### src/rtl/rv32ex_ram.sv
module rv32ex_ram #(
    parameter int WIDTH = 8,
    parameter int DEPTH = 16,
    localparam int AW   = $clog2(DEPTH)
) (
    input  logic             clk,
    input  logic             we,
    input  logic [AW-1:0]    waddr,
    input  logic [WIDTH-1:0] wdata,
    input  logic             re,
    input  logic [AW-1:0]    raddr,
    output logic [WIDTH-1:0] rdata
);

    logic [WIDTH-1:0] mem_reg [DEPTH];
    logic [WIDTH-1:0] rdata_reg;

    always_ff @(posedge clk)
    begin
        if (we)
        begin
            mem_reg[waddr] <= wdata;
        end
        if (re)
        begin
            rdata_reg <= mem_reg[raddr];
        end
    end

    assign rdata = rdata_reg;

endmodule
### config.mk
export PLATFORM = sky130hd
export DESIGN_NAME = rv32ex_ram
export DESIGN_NICKNAME = d
export VERILOG_FILES = /design/src/rtl/rv32ex_ram.sv
export SDC_FILE = /design/constraint.sdc
export NUM_CORES = 1
export LEC_CHECK = 0
export ABC_AREA = 1
export BUFFER_PORTS_ARGS = -buffer_cell sky130_fd_sc_hd__buf_2
export CELL_PAD_IN_SITES_DETAIL_PLACEMENT = 1
export CELL_PAD_IN_SITES_GLOBAL_PLACEMENT = 2
export CORE_ASPECT_RATIO = 0.8
export CORE_MARGIN = 3
export CORE_UTILIZATION = 41
export DETAILED_ROUTE_END_ITERATION = 16
export MAX_ROUTING_LAYER = met4
export PLACE_DENSITY_LB_ADDON = 0.1
export SYNTH_ARGS = -nofsm -noshare
export SYNTH_HDL_FRONTEND = slang
export SYNTH_SLANG_ARGS = --single-unit
### constraint.sdc
create_clock -name clk -period 1.1 [get_ports clk]
set_input_delay 0 -clock clk [delete_from_list [all_inputs] [get_ports clk]]
set_output_delay 0 -clock clk [all_outputs]
set_load 0.02 [all_outputs]
==> results.py <==
metrics = {
    "outcome": {
        "status": "finished with violations",
        "violations": "negative setup slack",
    },
    "detailed_routing": {
        "drt_wl_total_um": 16000,
        "antenna_left": 0,
        "drc_errors": 0,
        "vias": 3934,
        "wl_per_cell_um": 20.2,
        "drt_iter0_markers": 244,
        "drt_first_pass_iters": 4,
        "via_per_inst": 4.95,
    },
    "timing": {
        "rsz0062_at_grt": "true",
        "fin_tns_setup_ns": -0.00159,
        "post-route-min-period_ns": 1.10,
        "hold_viol": 0,
        "max-slew-margin-rel_pct": 69.4,
        "fin_ws_ns": -0.00159,
        "slew_viol_final": 0,
        "finalCritPeriodShare_pct": 100,
        "setup_viol": 1,
        "max_freq_ghz": 0.908,
        "fin_worst_skew_ns": 0.00785,
        "tightest_slew_ns": 0.459,
    },
    "synth": {
        "yosys_warnings": 0,
        "synth.avg_cell_area_um2": 10.6,
        "synthesis.nets": 570,
        "synth.distinct_cells": 11,
        "synthCells": 551,
        "ys_seq_elements": 136,
        "synth_area_mm2": 0.00585,
        "ys_seq_area_share_pct": 69.8,
    },
    "place": {
        "io_buffers": 26,
        "numPlacedInstances": 765,
        "pre_cts_ws_ns": -0.193,
        "place_congestion": 0.729,
        "hpwl_um": 10100,
    },
    "setup_path": {
        "crit_type": "flop to flop",
        "critPathLaunchType": "flop",
        "crit_path_end_kind": "flop",
        "cp.required_ns": 1.26,
        "crit_fanout": 1,
        "crit_arrival_ns": 1.26,
    },
    "cells_and_area": {
        "register_area_mm2": 0.00408,
        "nets": 626,
        "fin_util_pct": 52.8,
        "largest_reg_flops": 128,
        "final_cell_mix": "nand2_1 (161), edfxtp_1 (136), inv_1 (98)",
        "final_layout_size_suffix_gt1_share_pct": 24.7,
        "final_common_cell": "nand2_1",
        "fillers": 1471,
        "multiInputGateArea_mm2": 0.00156,
        "antenna_cells": 0,
        "areaGrowthSynthToFinish_pct": 24.0,
        "stdcell_count": 795,
    },
    "floorplan": {
        "die_w_um": 140,
        "io_pins": 27,
        "fp.dieArea_mm2": 0.0157,
        "die_h_um": 113,
        "core_mm2": 0.0137,
        "initial_utilization_pct": 42.6,
        "row_count": 38,
    },
    "grt": {
        "antenna_found_initial": 0,
        "track_usage_pct": 21.9,
        "gr-total-overflow": 0,
        "grt_max_degree": 35,
        "grt_pass1_vias": 4218,
        "grt_pass1_wl_um": 24600,
    },
    "clocking": {
        "root_buffer": "clkbuf_16",
        "post_cts_buffers": 0,
        "clk_latency_ns": 0.42,
        "cts_buffers": 17,
        "clkSinkCount": 136,
        "clk_path_buf_depth": 2,
        "cts_tree": "done",
        "clk_pin_slew_ns": 0.05,
        "htreeDepth": 4,
    },
    "worst_hold_path": {
        "hold_class": "input port to flop",
    },
    "power": {
        "p_leak_nw": 3.12,
        "ir_drop_mv": 1.10,
        "fin_total_pwr_w": 0.0118,
        "powerDensity_mw_per_mm2": 1620,
    },
    "flow_run": {
        "cap_violations": 0,
    },
}
cells by family after synthesis:
family	after synthesis	synth area share (%)
flip-flops	136	69.8
AND/OR/NAND/NOR	289	20.8
buffers and inverters	126	9.39
final timing paths:
path / from / end / slack (ns) / cells past startpoint
worst max-delay path: mem_reg[11][1] / rdata[1] / -0.002 / 6
worst min-delay path: wdata[7] / mem_reg[11][7] / 0.03 / 1
worst max register to register: mem_reg[11][1] / rdata[1] / -0.002 / 6
worst min register to register: mem_reg[12][5] / rdata[5] / 0.77 / 6
timing repair:
action                                 4_1_cts  5_1_grt
cloned                                       0        0
setup endpoints to repair                    7        8
hold buffers                                 3        0
pin swaps                                    2       30
endpoints found under the hold margin       27        0
gates resized for setup                     18       58
cell usage after synthesis:
cell      instances  area share (%)
buf_1             1           0.064
buf_2            13             1.1
buf_4             4            0.51
buf_6             6             1.2
edfxtp_1        136              70
inv_1           100             6.4
inv_2             2            0.13
nand2_1         173              11
nand3_1          97             8.3
nand3b_1          2            0.26
nor2_1           17             1.1
metal layers:
layer	GRT usage, %	up-vias	routed length [um]
met5	-	-	0
met4	5.80	0	103
met3	4.52	7	905
met2	34.2	76	7740
met1	29.6	1961	7280
li1	-	1890	-
worst max-delay path, stage by stage, from the launching register on:
cell      delay, ns
edfxtp_1       0.35
inv_1          0.07
nand2_1        0.06
nand3_1        0.10
nand3_2        0.10
nand3_1        0.11
nand2_1        0.06
final cells by class:
type / instances / area share [%]
Sequential cell: 136 / 56.3
Multi-Input combinational cell: 289 / 21.6
Timing Repair Buffer: 61 / 6.90
Clock buffer: 18 / 5.92
Inverter: 102 / 5.28
Tap cell: 180 / 3.11
Clock inverter: 9 / 0.880
power by group:
group	internal, W	switching (W)	leakage [nW]
Sequential	0.00584	0.0000350	1.24
Clock	0.00298	0.00195	0.244
Combinational	0.000309	0.000653	1.64
Total	0.00913	0.00264	3.12
per-stage QoR:
step,cell area [um^2],hold slack (ns)
after CTS,6990,0.0244
after global routing,7250,0.0283
after floorplan,5850,0.0989
after detailed placement,6380,0.381
after global placement,6380,0.381
final,7250,0.0273
Note: power is estimated with default switching activity, not from simulation.
